**src/rtl/wda_pkg.sv**
```systemverilog
// wda_pkg: shared types, constants and command/status structs for the window density accumulator
// no dependencies
package wda_pkg;

  localparam int unsigned DefMaxCols = 16;
  localparam int unsigned DefMaxRows = 16;

  localparam logic [1:0] KIND_ADD   = 2'd0;
  localparam logic [1:0] KIND_READ  = 2'd1;
  localparam logic [1:0] KIND_CLEAR = 2'd2;
  localparam logic [1:0] KIND_SPARE = 2'd3;

  localparam logic [1:0] ST_OK      = 2'd0;
  localparam logic [1:0] ST_ERR     = 2'd1;
  localparam logic [1:0] ST_OUTSIDE = 2'd2;

  localparam logic [2:0] REG_BOX_LEFT   = 3'd0;
  localparam logic [2:0] REG_BOX_BOTTOM = 3'd1;
  localparam logic [2:0] REG_BOX_RIGHT  = 3'd2;
  localparam logic [2:0] REG_BOX_TOP    = 3'd3;
  localparam logic [2:0] REG_WIN_SIZE   = 3'd4;

  typedef struct packed {
    logic [1:0]  kind;
    logic [15:0] rect_left;
    logic [15:0] rect_bottom;
    logic [15:0] rect_right;
    logic [15:0] rect_top;
    logic        shade;
    logic [3:0]  window_col;
    logic [3:0]  window_row;
  } in_word_t;

  typedef struct packed {
    logic [31:0] total_a;
    logic [31:0] total_b;
    logic [31:0] abs_difference;
    logic [8:0]  windows_hit;
    logic [1:0]  status;
  } out_word_t;

  typedef struct packed {
    logic [15:0] box_left;
    logic [15:0] box_bottom;
    logic [15:0] box_right;
    logic [15:0] box_top;
    logic [12:0] window_size;
  } cfg_t;

  // controller to datapath
  typedef struct packed {
    logic load;       // capture item, start grid sizing
    logic div_step;   // one quotient bit for both divisions
    logic check;      // latch grid verdict
    logic row_first;  // set row 0
    logic row_next;
    logic col_first;  // set col 0, row overlap ready
    logic col_next;
    logic rd_mem;     // read current window
    logic wr_mem;     // write accumulated window
    logic clr_step;   // clear one entry
    logic emit;       // present result
  } cmd_t;

  // datapath to controller
  typedef struct packed {
    logic div_done;
    logic grid_bad;
    logic grid_empty; // no columns or no rows
    logic rect_bad;
    logic row_last;
    logic col_last;
    logic row_hit;
    logic col_hit;
    logic clr_last;
  } stat_t;

endpackage

```
**src/rtl/wda_ctrl.sv**
```systemverilog
// wda_ctrl: sequencer for sizing, window walk, read and clear sweep
// depends on wda_pkg
module wda_ctrl (
  input  logic           clk,
  input  logic           rst_n,
  input  logic           start,
  input  logic [1:0]     kind,
  input  wda_pkg::stat_t stat,
  output wda_pkg::cmd_t  cmd,
  output logic           busy,
  output logic           strobe
);

  typedef enum logic [10:0] {
    S_INIT  = 11'b00000000001,
    S_IDLE  = 11'b00000000010,
    S_DIV   = 11'b00000000100,
    S_CHECK = 11'b00000001000,
    S_ROW   = 11'b00000010000,
    S_COL   = 11'b00000100000,
    S_RD    = 11'b00001000000,
    S_WR    = 11'b00010000000,
    S_CLR   = 11'b00100000000,
    S_EMIT  = 11'b01000000000,
    S_OUT   = 11'b10000000000
  } state_t;

  state_t state_r, state_nxt;
  logic [1:0] kind_r;
  logic strobe_r;

  always_ff @(posedge clk) begin
    if (!rst_n) begin
      state_r <= S_INIT;
      strobe_r <= 1'b0;
      kind_r <= wda_pkg::KIND_ADD;
    end else begin
      state_r <= state_nxt;
      strobe_r <= (state_r == S_EMIT);
      if (start && state_r == S_IDLE) kind_r <= kind;
    end
  end

  // next state and commands
  always_comb begin
    state_nxt = state_r;
    cmd = '0;
    unique case (state_r)
      S_INIT: begin
        cmd.clr_step = 1'b1;
        if (stat.clr_last) state_nxt = S_IDLE;
      end
      S_IDLE: begin
        if (start) begin
          cmd.load = 1'b1;
          state_nxt = (kind == wda_pkg::KIND_CLEAR) ? S_CLR :
                      (kind == wda_pkg::KIND_SPARE) ? S_EMIT : S_DIV;
        end
      end
      S_DIV: begin
        cmd.div_step = 1'b1;
        if (stat.div_done) state_nxt = S_CHECK;
      end
      S_CHECK: begin
        cmd.check = 1'b1;
        cmd.row_first = 1'b1;
        if (kind_r == wda_pkg::KIND_ADD && !stat.rect_bad) state_nxt = S_ROW;
        else state_nxt = S_EMIT;
      end
      S_ROW: begin
        if (stat.grid_bad || stat.rect_bad || stat.grid_empty) state_nxt = S_EMIT;
        else if (stat.row_last && !stat.row_hit) state_nxt = S_EMIT;
        else if (!stat.row_hit) cmd.row_next = 1'b1;
        else begin
          cmd.col_first = 1'b1;
          state_nxt = S_COL;
        end
      end
      S_COL: begin
        if (stat.col_hit) begin
          cmd.rd_mem = 1'b1;
          state_nxt = S_WR;
        end else state_nxt = S_RD;
      end
      S_RD: begin
        if (!stat.col_last) begin
          cmd.col_next = 1'b1;
          state_nxt = S_COL;
        end else if (!stat.row_last) begin
          cmd.row_next = 1'b1;
          state_nxt = S_ROW;
        end else state_nxt = S_EMIT;
      end
      S_WR: begin
        cmd.wr_mem = 1'b1;
        state_nxt = S_RD;
      end
      S_CLR: begin
        cmd.clr_step = 1'b1;
        if (stat.clr_last) state_nxt = S_EMIT;
      end
      S_EMIT: begin
        cmd.emit = 1'b1;
        state_nxt = S_OUT;
      end
      S_OUT: state_nxt = S_IDLE;
      default: state_nxt = S_INIT;
    endcase
  end

  assign busy = (state_r != S_IDLE);
  assign strobe = strobe_r;

endmodule
```
**config.mk**
```make
export PLATFORM = sky130hd
export DESIGN_NAME = wda_ctrl
export DESIGN_NICKNAME = d
export VERILOG_FILES = /design/src/rtl/wda_pkg.sv /design/src/rtl/wda_ctrl.sv
export SDC_FILE = /design/constraint.sdc
export NUM_CORES = 1
export LEC_CHECK = 0
export BUFFER_PORTS_ARGS = -buffer_cell sky130_fd_sc_hd__buf_2
export CAP_MARGIN = 10
export CORE_ASPECT_RATIO = 0.8
export CORE_MARGIN = 5
export CORE_UTILIZATION = 44
export CTS_BUF_LIST = sky130_fd_sc_hd__clkbuf_8
export CTS_CLUSTER_SIZE = 10
export DETAILED_ROUTE_END_ITERATION = 7
export PLACE_DENSITY = 0.77
export SLEW_MARGIN = 0
export SYNTH_ARGS = -nofsm -noshare
export SYNTH_HDL_FRONTEND = slang
export SYNTH_SLANG_ARGS = --single-unit
```
**constraint.sdc**
```tcl
create_clock -name clk -period 5.17 [get_ports clk]
set_input_delay 0.2585 -clock clk [delete_from_list [all_inputs] [get_ports clk]]
set_output_delay 0.2585 -clock clk [all_outputs]
set_load 0.03 [all_outputs]
```
==> flow_summary.yaml, run 1 <==
routing:
  drtPass1Iterations: 4
  avgRoutedWirePerCell_um: 14.1
  drc: 0
  drtAntennaViolNets: 0
  vias: 944
  viasPerCell: 5.79
  drt_iter0_drc: 28
  wl_mm: 2.31
worst_setup_path:
  path_cells: "or4_4 -> or4_4 -> or2_1 -> inv_1 -> buf_2"
  slowest_stage: "or4_4"
  endpoint_kind: "output port"
  critPathBufInv: 2
  worstSetupStartpointType: "register"
  cp.required_ns: 4.91
  crit_fanout: 7
  reg2regPathDepth: 5
  critPathMaxStageDelay_ns: 0.61
  cp_num_cells: 5
  path_delay_family: "simple AND/OR/NAND/NOR gates"
  crit_path_frequent_cell: "or4_4"
  arrival_ns: 2.36
  path_class: "register to output port"
cts:
  clk_path_buf_depth: 2
  cts_hold_buf: 0
  cts_sinks: 14
  cts_root_buf: "clkbuf_8"
  clock_latency_ns: 0.25
  htree_levels: 1
  cts_buffers: 3
  cts-resized-gates: 0
  cts_setup_buffers: 0
  cts_tree: "yes"
  cts.clk_slew.worst_paths_ns: 0.06
worst_hold_path:
  min_delay_path_depth: 3
  hold_class: "primary input to register"
place:
  dp_cells: 159
  placed_cell_area_mm2: 0.00105
  place_congestion: 0.883
  io_buffers: 26
  dp_hpwl_mm: 1.77
yosys:
  synth_top_area_share_pct: 29.4
  syn_nets: 133
  syn_inst: 119
  ys_types: 41
  synth_ff_type: "dfxtp_1"
  yosysTopAreaCell: "dfxtp_1"
  syn_area_um2: 953
  yosysWarningCount: 0
  ys_ff_latch: 14
  async_flop_share_pct: 0
  synth_edf_count: 0
  synth_area_per_cell_um2: 8.01
  synthTopCellsByArea: "dfxtp_1 (29%), nor3_1 (4.7%), nor4b_1 (3.7%)"
  ys_seq_area_share_pct: 29.4
floorplan:
  initial_core_util_pct: 45.0
  die_width_um: 62.0
  pin_count: 27
  die_area_mm2: 0.00320
  core-area_mm2: 0.00212
  fp.dieH_um: 51.6
  std_cell_rows: 15
power_and_ir_drop:
  power_density_mw_per_mm2: 291
  p_leak_uw: 0.000503
  fin_total_pwr_uw: 321
  vdd_ir_drop_max_mv: 0.187
timing:
  worst_pin_slew_ns: 0.438
  setup_tns_ns: 0
  finalHoldViolations: 0
  period_minus_slack_ns: 2.62
  fin_crit_sh_pct: 50.7
  hold_slack_ns: 0.298
  rsz0062_at_grt: "false"
  setup_viol: 0
  relSlewSlack_pct: 70.5
  final_max_slew_viol_count: 0
  finalClockSkew_ns: 0.00357
  fmax_mhz: 382
cells_and_area:
  nets: 153
  areaGrowthSynthToFinish_pct: 15.6
  layout-drive-gt1-share_pct: 26.8
  final_area_mm2: 0.00110
  final_cells: 163
  nFillCells: 207
  num_antenna_cells: 0
global_routing:
  grt.overflow.total: 0
  grt_pass1_wl_mm: 3.66
  grt_pass1_vias: 857
  grt_antenna_before_repair: 0
  grt_max_degree: 13
  grt_usage_pct: 15.3
flow_run:
  drv_cap: 0
run_status:
  status: "finished, final reports clean"
-- routing by layer --
layer | global-route usage (%) | wire, um | vias up
met5 | 0 | 0 | -
met2 | 24.7 | 1060 | 34
li1 | - | - | 468
met1 | 19.3 | 1020 | 440
met3 | 5.96 | 213 | 2
met4 | 2.47 | 12 | 0
-- per-stage QoR --
stage / utilization [%] / worst slack, ns
2_1_floorplan: - / 2.69
3_3_place_gp: 49.4 / 2.86
3_5_place_dp: 49.4 / 2.83
4_1_cts: 52.0 / 2.55
5_1_grt: 52.0 / 2.48
6_report: 52.0 / 2.55
-- layout by cell type (no fill, tap or decap), drive strengths merged, types with 2 or more instances in the layout --
master and count:
a21oi 2, nand3 4, or2 2, mux2i 3, nand2b 2, nand2 3, and2 3, o21a 3
or3 3, xnor2 2, nor2 9, buf 26, nor4b 4, nor2b 2, or4 4, xor2 3
inv 6, or3b 2, clkbuf 4, dfxtp 14, o21ai 5, nor4 5, and3 5, nor3 9
-- flip-flops by register name (all words and copies together), names as in the netlist --
register	cells
state_r	11
kind_r	2
strobe	1
-- final cells by class --
type | count | area, um2 | share of cell area [%]
clock buffers | 4 | 55.1 | 4.99
inverters | 6 | 22.5 | 2.04
multi-input cells | 88 | 583 | 52.9
flip-flops and latches | 14 | 280 | 25.4
well taps | 25 | 31.3 | 2.84
repair buffers | 26 | 130 | 11.8
-- synthesized netlist by cell type (all sizes together) (2+ instances only) --
master,instances
nand2b,2
or2,2
nor3,9
nand2,3
or3,3
nor2,9
inv,6
and3,5
nor2b,2
o21ai,5
dfxtp,14
o21a,3
clkbuf,7
or4,4
nand3,4
or3b,2
buf,4
a21oi,2
xor2,3
xnor2,2
mux2i,3
nor4b,4
and2,3
nor4,5
-- final timing paths --
kind	endpoint	from	slack (ns)
max reg2reg	kind_r[0]	state_r[5]	2.95
min reg2reg	kind_r[1]	kind_r[1]	0.58
min	state_r[9]	stat[3]	0.30
max	cmd[10]	state_r[5]	2.55
-- cells by family (layout without fill, tap and decap cells) --
| logic type | after synthesis | after routing | share of synthesized area [%] |
|---|---|---|---|
| buf+inv | 17 | 36 | 9.45 |
| mux | 3 | 3 | 3.15 |
| xor+xnor | 5 | 5 | 4.59 |
| flops | 14 | 14 | 29.4 |
| compound gates | 18 | 18 | 13.3 |
| simple gates | 62 | 62 | 40.2 |
-- where the power goes --
group | switching, uW | internal, uW
registers | 12.7 | 114
clock network | 40.2 | 67.5
logic | 49.8 | 36.5
total | 103 | 218
-- tightest hold or removal path: stages --
cell and delay, ns:
buf_2 0.12, nand3_1 0.06, a21oi_1 0.06
Power figures use the tool's default switching activity.
==> run 2, diff against run 1 <==
PLACE_DENSITY = 0.8   (was 0.77)
clock period = 2.1 ns   (was 5.17 ns; I/O delays follow)
==> run 2 against run 1 <==
The flow now finishes with violations (setup timing); power grew to 2.8 times the previous value; combinational power rose to 3.8 times the previous value; critical path type unchanged; highest routed layer unchanged; final area up 29%.
==> flow_summary.yaml, run 2 (same netlist as run 1, synthesis figures left out) <==
power_and_ir_drop:
  pwr-share-comb_pct: 36.7
  p_clk_share_pct: 30.1
  power_density_mw_per_mm2: 631
  seq_power_share_pct: 33.1
  fin_total_pwr_uw: 895
  p_int_uw: 605
  p_leak_uw: 0.000635
  p_sw_share_pct: 32.5
  vdd_ir_drop_max_mv: 0.363
  p_sw_uw: 291
worst_setup_path:
  r2r_slack_ns: -0.01
  worstSetupStartpointType: "register"
  path_class: "register to output port"
  crit_fanout: 4
  reg2reg_from: "state_r[4]"
  cp-endpoint: "cmd[10]"
  arrival_ns: 2.02
  endpoint_kind: "output port"
  worstReg2RegEnd: "kind_r[1]"
  reg2regPathDepth: 6
  critPathLaunch: "state_r[4]"
  cp.required_ns: 2.00
routing:
  vias: 1078
  drt_iter0_drc: 56
  drtAntennaViolNets: 0
  wl_mm: 3.02
  drtPass1Iterations: 4
  viasPerCell: 5.80
  drc: 0
  avgRoutedWirePerCell_um: 16.2
place:
  place_congestion: 0.900
  dp_cells: 176
  io_buffers: 26
  dp_hpwl_mm: 2.08
timing:
  final_max_slew_viol_count: 0
  worst_slack_ns: -0.0217
  period_minus_slack_ns: 2.12
  relSlewSlack_pct: 71.9
  worst_pin_slew_ns: 0.416
  rsz0062_at_grt: "true"
  setup_tns_ns: -0.0526
  fin_crit_sh_pct: 101
  finalHoldViolations: 0
  setup_viol: 4
  fmax_mhz: 471
  finalClockSkew_ns: 0.00137
floorplan:
  initial_core_util_pct: 45.0
  fp.dieH_um: 51.6
  die_width_um: 62.0
  std_cell_rows: 15
  core-area_mm2: 0.00212
  pin_count: 27
  die_area_mm2: 0.00320
cells_and_area:
  layout-drive-gt1-share_pct: 47.8
  regMostFlops: "state_r"
  postLayoutCoreUtil_pct: 67.0
  num_antenna_cells: 0
  nFillCells: 181
  final_cell_mix: "buf_2 (20), buf_4 (20), dfxtp_1 (10)"
  nets: 176
  final_cells: 186
  largest_reg_flops: 11
  areaGrowthSynthToFinish_pct: 48.9
worst_hold_path:
  holdCritStartpoint: "rst_n"
  hold_class: "primary input to register"
global_routing:
  grt_pass1_vias: 1020
  grt_pass1_wl_mm: 4.60
  grt.overflow.total: 0
  grt_antenna_before_repair: 0
  grt_max_degree: 13
  grt_usage_pct: 20.0
cts:
  cts_tree: "yes"
  clk_path_buf_depth: 2
  cts_hold_buf: 0
  cts_sinks: 14
  clock_latency_ns: 0.25
  cts.clk_slew.worst_paths_ns: 0.06
  cts_root_buf: "clkbuf_8"
  htree_levels: 1
  cts_buffers: 3
run_status:
  violations: "setup timing"
  status: "finished with violations"
flow_run:
  drv_cap: 0
[run 2: cell type report]
cell class              count  area [um2]  share of cell area (%)
clock buffers               4        55.1                    3.88
inverters                   6        26.3                    1.85
multi-input cells          88         671                    47.2
flip-flops and latches     14         285                    20.1
well taps                  25        31.3                    2.20
repair buffers             49         352                    24.8
[run 2: how the worst min path moves through the flow]
stage | endpoint | slack (ns) | depth (start not counted)
global route | state_r[1] | 0.17 | 4
CTS | state_r[0] | 0.15 | 2
finish | state_r[0] | 0.16 | 2
global placement | state_r[9] | 0.40 | 3
detailed placement | state_r[0] | 0.41 | 2
floorplan | state_r[9] | 0.25 | 2
[run 2: metrics by stage]
step	area [um2]	setup slack (ns)	hold WS, ns
after floorplan	983	-0.108	0.252
after global placement	1200	0.113	0.402
after detailed placement	1200	0.0397	0.409
after CTS	1330	-0.0000999	0.147
after global routing	1420	-0.0712	0.172
final	1420	-0.0217	0.157
[run 2: power groups by stage]
stage	registers, uW	logic [uW]	clock network [uW]
after global routing	299	352	294
after floorplan	289	193	0
after CTS	294	288	274
after global placement	298	254	0
after detailed placement	298	259	0
final	297	329	270
[run 2: layer usage]
layer / share of wire (%) / GRT usage, % / vias to the layer above
li1: - / - / 519
met5: 0 / 0 / -
met1: 42 / 24.1 / 500
met3: 7.4 / 5.46 / 12
met4: 2.4 / 9.19 / 0
met2: 48 / 32.2 / 47
[run 2: worst max-delay path: stages, from the launching register on]
cell	delay (ns)
dfxtp_2	0.32
or4_4	0.54
or4_4	0.46
or2_4	0.27
clkinvlp_4	0.07
buf_6	0.12
[run 2: what timing repair did]
action / in CTS / in global routing
setup buffers: 2 / 4
resized for setup: 16 / 14
setup endpoints to repair: 6 / 13
endpoints found under the hold margin: 0 / 0
pin swaps: 2 / 6
==> run 3, diff against run 2 <==
REMOVE_ABC_BUFFERS = 1   (was unset)
==> run 3 against run 2 <==
Fmax rose by 1.2%; clock power barely moved; power rose by 1.2%; the run now ends clean.
==> flow_summary.yaml, run 3 (same netlist as run 1, synthesis figures left out) <==
routing:
  drt_iter0_drc: 29
  drc: 0
  viasPerCell: 5.83
  vias: 1085
  drtPass1Iterations: 4
  drtAntennaViolNets: 0
  avgRoutedWirePerCell_um: 17.1
  wl_mm: 3.17
floorplan:
  pin_count: 27
  initial_core_util_pct: 45.0
  die_area_mm2: 0.00320
  fp.dieH_um: 51.6
  core-area_mm2: 0.00212
  std_cell_rows: 15
  die_width_um: 62.0
worst_setup_path:
  path_delay_family: "simple AND/OR/NAND/NOR gates"
  critPathMaxStageDelay_ns: 0.54
  cp.required_ns: 2.00
  critPathBufInv: 2
  path_class: "register to output port"
  arrival_ns: 1.99
  crit_fanout: 2
  r2r_slack_ns: 0.04
  slowest_stage: "or4_4"
  crit_path_frequent_cell: "or4_4"
  endpoint_kind: "output port"
  worstSetupStartpointType: "register"
  path_cells: "or4_4 -> or4_4 -> or2_4 -> inv_2 -> buf_6"
cells_and_area:
  num_antenna_cells: 0
  final_cell_mix: "buf_4 (26), buf_2 (20), nor2_1 (9), dfxtp_1 (9)"
  largest_reg_flops: 11
  postLayoutCoreUtil_pct: 67.3
  nets: 176
  layout-drive-gt1-share_pct: 49.7
  regMostFlops: "state_r"
  layout_commonest_cell: "buf_4"
  nFillCells: 170
  areaGrowthSynthToFinish_pct: 49.7
power_and_ir_drop:
  p_clk_share_pct: 29.9
  p_sw_share_pct: 33.5
  seq_power_share_pct: 32.9
  power_density_mw_per_mm2: 635
  p_leak_uw: 0.000660
  p_sw_uw: 304
  p_int_uw: 603
  vdd_ir_drop_max_mv: 0.451
  pwr-share-comb_pct: 37.2
timing:
  setup_tns_ns: 0
  relSlewSlack_pct: 70.6
  setup_viol: 0
  final_max_slew_viol_count: 0
  period_minus_slack_ns: 2.10
  finalClockSkew_ns: 0.00199
  fmax_mhz: 477
  fin_crit_sh_pct: 99.8
  finalHoldViolations: 0
  worst_slack_ns: 0.00367
  worst_pin_slew_ns: 0.439
  rsz0062_at_grt: "true"
place:
  io_buffers: 26
  dp_hpwl_mm: 2.02
  place_congestion: 0.867
  dp_slack_ns: -0.0319
cts:
  cts_root_buf: "clkbuf_8"
  clk_path_buf_depth: 2
  clock_latency_ns: 0.25
  cts_tree: "yes"
  cts_sinks: 14
  cts_hold_buf: 0
  cts_buffers: 3
  htree_levels: 1
  cts.clk_slew.worst_paths_ns: 0.06
run_status:
  status: "finished, final reports clean"
flow_run:
  drv_cap: 0
global_routing:
  grt_pass1_wl_mm: 4.68
  grt_antenna_before_repair: 0
  grt_usage_pct: 20.0
  grt_pass1_vias: 1029
  grt.overflow.total: 0
  grt_max_degree: 13
worst_hold_path:
  hold_class: "primary input to register"
-- run 3: cell types whose count changed in the layout (fill, tap and decap cells not counted), moves of 2 or more --
cell,delta
buf_4,+6
nor4_4,+2
nor4_2,-2
buf_6,-6
-- run 3: final timing paths --
kind / cells past startpoint / start / end
worst max-delay path: 5 / state_r[5] / cmd[10]
worst min-delay path: 4 / start / state_r[1]
worst max register to register: 6 / state_r[5] / kind_r[0]
worst min register to register: 2 / kind_r[1] / kind_r[1]
-- run 3: layout make-up --
type / count / area, um2 / area share, %
flip-flops and latches: 14 / 289 / 20.2
clock buffers: 4 / 55.1 / 3.86
multi-input cells: 88 / 701 / 49.1
repair buffers: 49 / 329 / 23.0
well taps: 25 / 31.3 / 2.19
inverters: 6 / 22.5 / 1.58
-- run 3: power groups by stage --
stage,clock network [uW],registers (uW),logic (uW)
floorplan,0,308,152
global placement,0,302,238
detailed placement,0,304,241
CTS,273,296,283
global route,288,299,364
finish,271,298,337
-- run 3: layer usage --
metal | GRT usage (%) | vias to the layer above | wire length (um)
met5 | 0 | - | 0
met4 | 9.54 | 0 | 98
met3 | 4.22 | 11 | 165
met2 | 31.6 | 49 | 1620
met1 | 25.4 | 509 | 1290
li1 | - | 516 | -
-- run 3: per-stage QoR --
stage | power, uW | area [um2] | hold WS (ns) | cells
global route | 952 | 1430 | 0.162 | 186
CTS | 852 | 1320 | 0.143 | 184
detailed placement | 545 | 1150 | 0.403 | 173
finish | 906 | 1430 | 0.165 | 186
global placement | 540 | 1150 | 0.398 | 173
floorplan | 460 | 886 | 0.184 | 108
-- run 3: repair_timing --
item / CTS / global route
setup endpoints to repair: 7 / 11
cloned: 0 / 0
buffers inserted: 7 / 2
gates resized for setup: 18 / 20
pin swaps: 4 / 2
-- run 3: worst min-delay path, stage by stage --
cell and delay, ns:
buf_2 0.08, inv_1 0.07, nand2b_4 0.07, a21oi_1 0.05
